### src/hw/rtl/tssp_pkg.sv
// shared types, constants and helper functions of the three-segment speed profile unit
`default_nettype none

package tssp_pkg;

  localparam int unsigned SEGMENT_COUNT = 3;
  localparam int unsigned LEN_W         = 40;
  localparam int unsigned LEFT_W        = LEN_W + 1;
  localparam int unsigned SPEED_W       = 16;
  localparam int unsigned FREQ_W        = 24;
  localparam int unsigned PROD_W        = 2 * SPEED_W;
  localparam int unsigned TICK_MS       = 5;
  localparam int unsigned IDLE_SPEED    = 15;
  localparam int unsigned ADDR_W        = 4;
  localparam int unsigned DATA_W        = 32;
  localparam int unsigned IN_DATA_W     = 3 * LEN_W;
  localparam int unsigned OUT_DATA_W    = 32;

  typedef logic [LEN_W-1:0]   len_t;
  typedef logic [LEFT_W-1:0]  left_t;
  typedef logic [SPEED_W-1:0] speed_t;
  typedef logic [FREQ_W-1:0]  freq_t;

  typedef left_t  [SEGMENT_COUNT-1:0] left_arr_t;
  typedef speed_t [SEGMENT_COUNT-1:0] speed_arr_t;

  // idle speed in u8.8, gives exactly 15 * gain after the shift
  localparam speed_t IDLE_SPEED_RAW = SPEED_W'(IDLE_SPEED << 8);

  typedef enum logic [1:0] {
    OP_TICK  = 2'd0,
    OP_TIMED = 2'd1,
    OP_DIST  = 2'd2
  } op_e;

  typedef enum logic [1:0] {
    REG_SPEED_FIRST  = 2'd0,
    REG_SPEED_SECOND = 2'd1,
    REG_SPEED_THIRD  = 2'd2,
    REG_FREQ_GAIN    = 2'd3
  } reg_e;

  typedef struct packed {
    speed_t speed_first;
    speed_t speed_second;
    speed_t speed_third;
    speed_t freq_gain;
  } cfg_t;

  // result of one tick over one mode's segments
  typedef struct packed {
    logic   done;
    speed_t speed;
  } mode_res_t;

  function automatic logic left_pos(left_t v);
    return !v[LEFT_W-1] && (|v);
  endfunction

  function automatic speed_t seg_speed(int unsigned idx, cfg_t cfg);
    case (idx)
      0:       return cfg.speed_first;
      1:       return cfg.speed_second;
      2:       return cfg.speed_third;
      default: return '0;
    endcase
  endfunction

  function automatic left_t load_len(int unsigned idx, len_t l0, len_t l1, len_t l2);
    case (idx)
      0:       return {1'b0, l0};
      1:       return {1'b0, l1};
      2:       return {1'b0, l2};
      default: return '0;
    endcase
  endfunction

endpackage

`default_nettype wire

### src/hw/rtl/tssp_cfg.sv
// apb register bank for segment speeds and frequency gain
`default_nettype none

module tssp_cfg (
  input  wire logic                         clk_i,
  input  wire logic                         rst_ni,
  input  wire logic                         psel,
  input  wire logic                         penable,
  input  wire logic                         pwrite,
  input  wire logic [tssp_pkg::ADDR_W-1:0]  paddr,
  input  wire logic [tssp_pkg::DATA_W-1:0]  pwdata,
  output logic      [tssp_pkg::DATA_W-1:0]  prdata,
  output logic                              pready,
  output tssp_pkg::cfg_t                    cfg_o
);
  import tssp_pkg::*;

  cfg_t cfg_q, cfg_d;
  logic wr_en;
  reg_e reg_sel;

  assign pready  = 1'b1;
  assign wr_en   = psel && penable && pwrite && pready;
  assign reg_sel = reg_e'(paddr[ADDR_W-1:2]);

  always_comb begin
    cfg_d = cfg_q;
    if (wr_en) begin
      case (reg_sel)
        REG_SPEED_FIRST:  cfg_d.speed_first  = pwdata[SPEED_W-1:0];
        REG_SPEED_SECOND: cfg_d.speed_second = pwdata[SPEED_W-1:0];
        REG_SPEED_THIRD:  cfg_d.speed_third  = pwdata[SPEED_W-1:0];
        REG_FREQ_GAIN:    cfg_d.freq_gain    = pwdata[SPEED_W-1:0];
        default:          cfg_d = cfg_q;
      endcase
    end
  end

  always_comb begin
    case (reg_sel)
      REG_SPEED_FIRST:  prdata = DATA_W'(cfg_q.speed_first);
      REG_SPEED_SECOND: prdata = DATA_W'(cfg_q.speed_second);
      REG_SPEED_THIRD:  prdata = DATA_W'(cfg_q.speed_third);
      REG_FREQ_GAIN:    prdata = DATA_W'(cfg_q.freq_gain);
      default:          prdata = '0;
    endcase
  end

  always_ff @(posedge clk_i or negedge rst_ni) begin
    if (!rst_ni) begin
      cfg_q.speed_first  <= '0;
      cfg_q.speed_second <= '0;
      cfg_q.speed_third  <= '0;
      cfg_q.freq_gain    <= SPEED_W'(1);
    end else begin
      cfg_q <= cfg_d;
    end
  end

  assign cfg_o = cfg_q;

endmodule

`default_nettype wire

### src/hw/rtl/tssp_mode.sv
// one tick over the segments of one mode: ordered compare and subtract chain
`default_nettype none

module tssp_mode (
  input  wire tssp_pkg::left_arr_t  left_i,
  input  wire tssp_pkg::speed_arr_t speed_i,
  input  wire logic                 by_dist_i,
  output tssp_pkg::left_arr_t       left_o,
  output tssp_pkg::mode_res_t       res_o
);
  import tssp_pkg::*;

  logic   earlier;
  speed_t sel_speed;
  left_t  step;

  always_comb begin
    earlier   = 1'b1;
    sel_speed = '0;
    step      = '0;
    for (int i = 0; i < SEGMENT_COUNT; i++) begin
      step = by_dist_i ? LEFT_W'(speed_i[i]) : LEFT_W'(TICK_MS);
      if (left_pos(left_i[i]) && earlier) begin
        left_o[i] = left_i[i] - step;
        sel_speed = speed_i[i];
      end else begin
        left_o[i] = left_i[i];
      end
      // a segment still positive holds back the later ones
      if (left_pos(left_o[i])) begin
        earlier = 1'b0;
      end
    end
    res_o.done  = earlier;
    res_o.speed = earlier ? IDLE_SPEED_RAW : sel_speed;
  end

endmodule

`default_nettype wire

### src/hw/rtl/three_segment_speed_profile_unit.sv
// top level of the three-segment speed profile unit: pipeline, profile state and frequency
// flow: a transaction accepted into the input register is processed when the result register
//   can advance, and its result then stays valid on the master side until it is taken
// throughput: one transaction per cycle unless the master side stalls, bounded by the state
//   update loop (segment compare and subtract chain, speed select and one 16x16 multiply)
// reset: asynchronous, clears segment speeds, remaining lengths, run flags and held frequency, sets gain to 1
`default_nettype none

module three_segment_speed_profile_unit (
  input  wire logic                              clk_i,
  input  wire logic                              rst_ni,
  // configuration port
  input  wire logic                              psel,
  input  wire logic                              penable,
  input  wire logic                              pwrite,
  input  wire logic [tssp_pkg::ADDR_W-1:0]       paddr,
  input  wire logic [tssp_pkg::DATA_W-1:0]       pwdata,
  output logic      [tssp_pkg::DATA_W-1:0]       prdata,
  output logic                                   pready,
  // input stream
  input  wire logic                              s_axis_tvalid_i,
  output logic                                   s_axis_tready_o,
  // tdata fields from bit 0: len_first[39:0], len_second[79:40], len_third[119:80]
  input  wire logic [tssp_pkg::IN_DATA_W-1:0]    s_axis_tdata_i,
  // tuser fields from bit 0: op[1:0]
  input  wire logic [1:0]                        s_axis_tuser_i,
  // result stream
  output logic                                   m_axis_tvalid_o,
  input  wire logic                              m_axis_tready_i,
  // tdata fields from bit 0: drive_freq[23:0], timed_busy[24], distance_busy[25],
  //   stop_pulse[26], zero padding[31:27]
  output logic      [tssp_pkg::OUT_DATA_W-1:0]   m_axis_tdata_o
);
  import tssp_pkg::*;

  cfg_t cfg;

  tssp_cfg u_cfg (
    .clk_i   (clk_i),
    .rst_ni  (rst_ni),
    .psel    (psel),
    .penable (penable),
    .pwrite  (pwrite),
    .paddr   (paddr),
    .pwdata  (pwdata),
    .prdata  (prdata),
    .pready  (pready),
    .cfg_o   (cfg)
  );

  // ---------------------------------------------------------------------------
  // handshake: input register feeds the processing edge, result register waits
  // for the master side; a new transaction can enter while a result is held if the
  // input register is empty
  logic in_valid_q;
  logic out_valid_q;
  logic advance;
  logic in_fire;
  logic proc_fire;

  assign advance         = !out_valid_q || m_axis_tready_i;
  assign s_axis_tready_o = !in_valid_q || advance;
  assign in_fire         = s_axis_tvalid_i && s_axis_tready_o;
  assign proc_fire       = in_valid_q && advance;

  logic [1:0] in_op_q;
  len_t       in_len0_q, in_len1_q, in_len2_q;

  always_ff @(posedge clk_i or negedge rst_ni) begin
    if (!rst_ni) begin
      in_valid_q  <= 1'b0;
      out_valid_q <= 1'b0;
    end else begin
      if (in_fire) begin
        in_valid_q <= 1'b1;
      end else if (proc_fire) begin
        in_valid_q <= 1'b0;
      end
      if (advance) begin
        out_valid_q <= in_valid_q;
      end
    end
  end

  // payload of the input register, no reset needed
  always_ff @(posedge clk_i) begin
    if (in_fire) begin
      in_op_q   <= s_axis_tuser_i;
      in_len0_q <= s_axis_tdata_i[LEN_W-1:0];
      in_len1_q <= s_axis_tdata_i[2*LEN_W-1:LEN_W];
      in_len2_q <= s_axis_tdata_i[3*LEN_W-1:2*LEN_W];
    end
  end

  // ---------------------------------------------------------------------------
  // profile state
  // ---------------------------------------------------------------------------
  left_arr_t time_left_q, time_left_d;
  left_arr_t dist_left_q, dist_left_d;
  logic      timed_run_q, timed_run_d;
  logic      dist_run_q, dist_run_d;
  freq_t     freq_hold_q, freq_hold_d;
  logic      stop_d;

  speed_arr_t seg_speeds;
  left_arr_t  load_lens;

  // per-segment speeds and start lengths; segments past the third get zero
  always_comb begin
    for (int i = 0; i < SEGMENT_COUNT; i++) begin
      seg_speeds[i] = seg_speed(i, cfg);
      load_lens[i]  = load_len(i, in_len0_q, in_len1_q, in_len2_q);
    end
  end

  left_arr_t time_left_tick, dist_left_tick;
  mode_res_t timed_res, dist_res;

  tssp_mode u_mode_timed (
    .left_i    (time_left_q),
    .speed_i   (seg_speeds),
    .by_dist_i (1'b0),
    .left_o    (time_left_tick),
    .res_o     (timed_res)
  );

  tssp_mode u_mode_dist (
    .left_i    (dist_left_q),
    .speed_i   (seg_speeds),
    .by_dist_i (1'b1),
    .left_o    (dist_left_tick),
    .res_o     (dist_res)
  );

  // distance mode is handled second, so its speed wins when both run
  speed_t              freq_speed;
  logic [PROD_W-1:0]   freq_prod;

  assign freq_speed = dist_run_q ? dist_res.speed : timed_res.speed;
  assign freq_prod  = PROD_W'(freq_speed) * PROD_W'(cfg.freq_gain);

  always_comb begin
    time_left_d = time_left_q;
    dist_left_d = dist_left_q;
    timed_run_d = timed_run_q;
    dist_run_d  = dist_run_q;
    freq_hold_d = freq_hold_q;
    stop_d      = 1'b0;
    if (proc_fire) begin
      case (in_op_q)
        OP_TIMED: begin
          // a start while running restarts that mode, frequency untouched
          time_left_d = load_lens;
          timed_run_d = 1'b1;
        end
        OP_DIST: begin
          dist_left_d = load_lens;
          dist_run_d  = 1'b1;
        end
        OP_TICK: begin
          if (timed_run_q) begin
            time_left_d = time_left_tick;
            if (timed_res.done) begin
              timed_run_d = 1'b0;
              stop_d      = 1'b1;
            end
          end
          if (dist_run_q) begin
            dist_left_d = dist_left_tick;
            if (dist_res.done) begin
              dist_run_d = 1'b0;
              stop_d     = 1'b1;
            end
          end
          if (timed_run_q || dist_run_q) begin
            freq_hold_d = freq_prod[PROD_W-1:8];
          end
        end
        default: begin
          // unused op code: status only
          stop_d = 1'b0;
        end
      endcase
    end
  end

  always_ff @(posedge clk_i or negedge rst_ni) begin
    if (!rst_ni) begin
      time_left_q <= '0;
      dist_left_q <= '0;
      timed_run_q <= 1'b0;
      dist_run_q  <= 1'b0;
      freq_hold_q <= '0;
    end else begin
      time_left_q <= time_left_d;
      dist_left_q <= dist_left_d;
      timed_run_q <= timed_run_d;
      dist_run_q  <= dist_run_d;
      freq_hold_q <= freq_hold_d;
    end
  end

  // ---------------------------------------------------------------------------
  // result register
  // ---------------------------------------------------------------------------
  freq_t out_freq_q;
  logic  out_timed_q, out_dist_q, out_stop_q;

  always_ff @(posedge clk_i) begin
    if (proc_fire) begin
      out_freq_q  <= freq_hold_d;
      out_timed_q <= timed_run_d;
      out_dist_q  <= dist_run_d;
      out_stop_q  <= stop_d;
    end
  end

  assign m_axis_tvalid_o = out_valid_q;
  assign m_axis_tdata_o  = {(OUT_DATA_W - FREQ_W - 3)'(0),
                            out_stop_q, out_dist_q, out_timed_q, out_freq_q};

  // ---------------------------------------------------------------------------
  // assertions
  // ---------------------------------------------------------------------------

  // a finishing tick clears at least one run flag, so both cannot be busy
  a_stop_not_both_busy: assert property (@(posedge clk_i) disable iff (!rst_ni)
    out_valid_q && out_stop_q |-> !(out_timed_q && out_dist_q))
    else $error("stop transaction with both modes still busy");

  // the timed run flag only rises from a processed timed start
  a_timed_rise_from_start: assert property (@(posedge clk_i) disable iff (!rst_ni)
    $rose(timed_run_q) |-> $past(proc_fire && (in_op_q == OP_TIMED)))
    else $error("timed run started without a timed start transaction");

  // the distance run flag only rises from a processed distance start
  a_dist_rise_from_start: assert property (@(posedge clk_i) disable iff (!rst_ni)
    $rose(dist_run_q) |-> $past(proc_fire && (in_op_q == OP_DIST)))
    else $error("distance run started without a distance start transaction");

  // the held frequency only moves on a processed tick
  a_freq_moves_on_tick: assert property (@(posedge clk_i) disable iff (!rst_ni)
    !$stable(freq_hold_q) |-> $past(proc_fire && (in_op_q == OP_TICK)))
    else $error("drive frequency changed outside a tick transaction");

endmodule

`default_nettype wire
### config.mk
export PLATFORM = sky130hd
export DESIGN_NAME = three_segment_speed_profile_unit
export DESIGN_NICKNAME = d
export VERILOG_FILES = /design/src/hw/rtl/tssp_pkg.sv /design/src/hw/rtl/tssp_cfg.sv /design/src/hw/rtl/tssp_mode.sv /design/src/hw/rtl/three_segment_speed_profile_unit.sv
export SDC_FILE = /design/constraint.sdc
export NUM_CORES = 2
export LEC_CHECK = 0
export BUFFER_PORTS_ARGS = -buffer_cell sky130_fd_sc_hd__buf_2
export CAP_MARGIN = 30
export CORE_MARGIN = 5
export CORE_UTILIZATION = 25
export CTS_CLUSTER_SIZE = 12
export DETAILED_ROUTE_END_ITERATION = 10
export SLEW_MARGIN = 20
export SYNTH_ARGS = -nofsm -noshare
export SYNTH_HDL_FRONTEND = slang
export SYNTH_SLANG_ARGS = --single-unit
### constraint.sdc
create_clock -name clk_i -period 13.1 [get_ports clk_i]
set_clock_uncertainty 0.1 [all_clocks]
set_input_delay 0.655 -clock clk_i [delete_from_list [all_inputs] [get_ports clk_i]]
set_output_delay 0.655 -clock clk_i [all_outputs]
set_load 0.01 [all_outputs]
==> run metrics <==
clk root buf=clkbuf_16; slowest stage cell, crit path=or4b_2; most frequent CP cell=buf_4; synth unique cells=around 110; final setup fails=0; Remaining DRCs=0; Worst Path Max Fanout=14; worst slew pin tran=roughly 970 ps; status=completed; Vias/cell=between 5 and 6; clock sinks=around 500; most frequent cells in the layout=nand2_1, dfrtp_1, inv_1; Post-DP HPWL=~110000 um; share of layout cells above drive strength 1=0.171; die area=about 160000 um^2; switching pwr=approximately 7.3 mW; dominant synthesized flop cell=dfrtp_1; Clock Latency Late Sink=710 ps; TritonCTS clock tree=built; clk slew on worst S/H paths=60 ps; Fill cells=16.2k; Port Buffer Count=approximately 190; crit path from=u_cfg.cfg_o[55]$_DFFE_PN0P_; headroom to the max-slew limit=0.349; post-synth top area cell=dfrtp_1; die height=404 um; DIE WIDTH=just over 400 um; Seq pwr share=0.163; starting density of the core=0.252; Post-Syn Area=just under 40000 um^2; clock share of power=0.113; dpl ws=-62.8 ps; nature of the critical path startpoint=flop; Final GP Congestion=between 0.9 and 1; Post-Synthesis Cells=4432; peak supply drop=between 500 and 600 uV; reg2reg setup slack=410 ps; Tot Pwr=15.5 mW; worst setup path endpoint=out_freq_q[19]$_DFFE_PP_; CTS max path bufs=3; Int Power=~8.2 mW; asr flop ratio synth=0.694; CTS Buf Count=61; kind of critical path=flop to flop; Net Sw Frac=0.469; I/O pins=roughly 230; min cycle time layout=~13000 ps; max incr delay on CP=a little over 700 ps; Final Hold Vio Count=0; Req. time, crit path=~14000 ps; utilization after layout=0.305; top-area cell type share of the netlist area=0.217; Logic pwr share=0.724; type of the most critical hold path=input port to flop; Synth Area per Inst=8.78 um^2; Pleak=approximately 19 nW; EDFF count, synth=149; First-pass DRT Iterations=6; GRT Total Usage=0.171; sequential area share after synthesis=0.332; final worst setup slack=just over 400 ps; vias in the first global route=between 30k and 40k; Layout Cells excl Fill=6897; nets@finish=5309; Reg-to-Reg End=out_freq_q[19]$_DFFE_PP_; power per cell area=330 nW/um^2; first-pass GRT wire length=between 200000 and 250000 um; Row Count=between 100 and 150; vias post-DR=around 36k; largest net degree at the start of global routing=110; initial antenna violation count=23; Tcrit/Tclk final=0.969; commonest non-fill, non-tap cell in the layout=nand2_1; Placed Cells=6675; Final ANT Viol Nets=0; Slew Limit Fails=0; core outline area=about 150000 um^2; WP data arrival=roughly 13000 ps; dominant cells by area after synthesis=dfrtp_1, edfxtp_1, fa_1; fmax=approximately 79 MHz; WL/cell=roughly 21 um; final WL=between 100000 and 150000 um; Worst setup EP type=flop; Initial DRC Count=between 3k and 4k; reg2reg start=u_cfg.cfg_o[55]$_DFFE_PN0P_; Yosys Warn Count=0; worst reg2reg path depth=51; H-tree depth=2; synthesis-to-finish area growth=21.2%; grt ovf=0; max-cap violation count=0; FF+latch count, synth=just under 500
worst max-delay path, delay by kind of cell (launching register included):
family	cells	cell delay, ps
xor+xnor	1	140
buf+inv	12	1710
flops	1	410
mux	1	350
simple gates	13	3490
fa+ha+maj	8	2800
compound gates	16	3450
worst min path at each step:
stage                                   start                         end  slack [ps]  cells past startpoint
finish                     s_axis_tdata_i[34]     in_len0_q[34]$_DFFE_PP_          40                      1
global route               s_axis_tdata_i[36]     in_len0_q[36]$_DFFE_PP_          20                      1
CTS                        s_axis_tdata_i[79]     in_len1_q[39]$_DFFE_PP_         0.1                      1
detailed placement  freq_hold_q[17]$_DFF_PN0_   freq_hold_q[17]$_DFF_PN0_         360                      2
global placement     freq_hold_q[1]$_DFF_PN0_    freq_hold_q[1]$_DFF_PN0_         360                      2
floorplan                              rst_ni  dist_left_q[0]$_DFFE_PN0P_         260                      0
Yosys cell counts (all sizes together) (12+ instances only):
library cell,number
nand3,180
nand4,31
a211oi,32
ha,153
xnor2,43
or2,26
clkbuf,234
dfrtp,337
mux2i,18
o311ai,50
a21o,29
xor2,46
a22oi,21
fa,196
buf,61
nor2,265
o31ai,26
edfxtp,149
mux2,40
a32oi,12
o21a,28
nor2b,38
o22ai,34
nor4b,14
nor3,136
and2,120
mux4,16
nor4,71
a2111oi,13
o221ai,43
and3,38
or3,73
a21oi,236
or4,49
o211ai,60
o21ai,334
nand2,547
inv,331
nand2b,39
a31oi,47
a21boi,17
a221o,35
metrics by stage:
stage	instance area (um^2)	hold WS, ps	setup TNS, ps
finish	47100	37.2	0
global route	47100	23.0	-194
CTS	46400	0.137	0
detailed placement	43600	364	-230
global placement	43500	359	0
floorplan	39000	259	0
what timing repair did:
action                                 CTS  global route
hold buffers                            78             0
endpoints found under the hold margin  185             0
setup endpoints to repair               10            40
pin swaps                                0            25
resized for setup                        4            98
buffers inserted                         0            19
area by class of cell:
type	count	area (um^2)	share of cell area
antenna	6	15.0	0.000318
clock buffer	82	1700	0.0360
clock inverter	33	378	0.00802
inverter	331	1240	0.0264
multi-input combinational	3339	24100	0.512
sequential	487	12900	0.274
tap	2044	2560	0.0543
timing repair buffer	575	4190	0.0889
routing by layer:
metal / vias to the layer above / global-route usage / part of all wire
li1: 16658 / - / -
met1: 17976 / 0.231 / 0.42
met3: 305 / 0.0285 / 0.082
met4: 4 / 0.0715 / 0.047
met2: 1549 / 0.272 / 0.45
met5: - / 0 / 0.00018
state kept, by name (all words and copies together) (netlist names):
signal and cells:
in_valid_q 1, freq_hold_q 24, out_timed_q 1, in_len2_q 40
out_freq_q 24, timed_run_q 1, in_len0_q 40, dist_run_q 1
time_left_q 123, out_dist_q 1, in_op_q 2, out_stop_q 1
u_cfg.cfg_o 64, m_axis_tvalid_o 1, in_len1_q 40, dist_left_q 123
power by group through the flow:
stage               clock network (mW)  logic [mW]  registers (mW)
floorplan                            0        7.15            2.29
global placement                     0        10.9            2.53
detailed placement                   0        11.0            2.53
CTS                               1.80        11.2            2.51
global route                      1.85        12.9            2.58
finish                            1.75        11.3            2.53
kinds of logic after synthesis:
group           Yosys count  share of synthesized area
compound gates         1134                      0.193
xor+xnor                 89                     0.0200
fa+ha+maj               349                      0.150
buf+inv                 626                     0.0641
flops                   487                      0.332
mux                      74                     0.0255
other cells               2                   0.000193
simple gates           1671                      0.214
No activity file was read; power rests on OpenSTA's default activity.
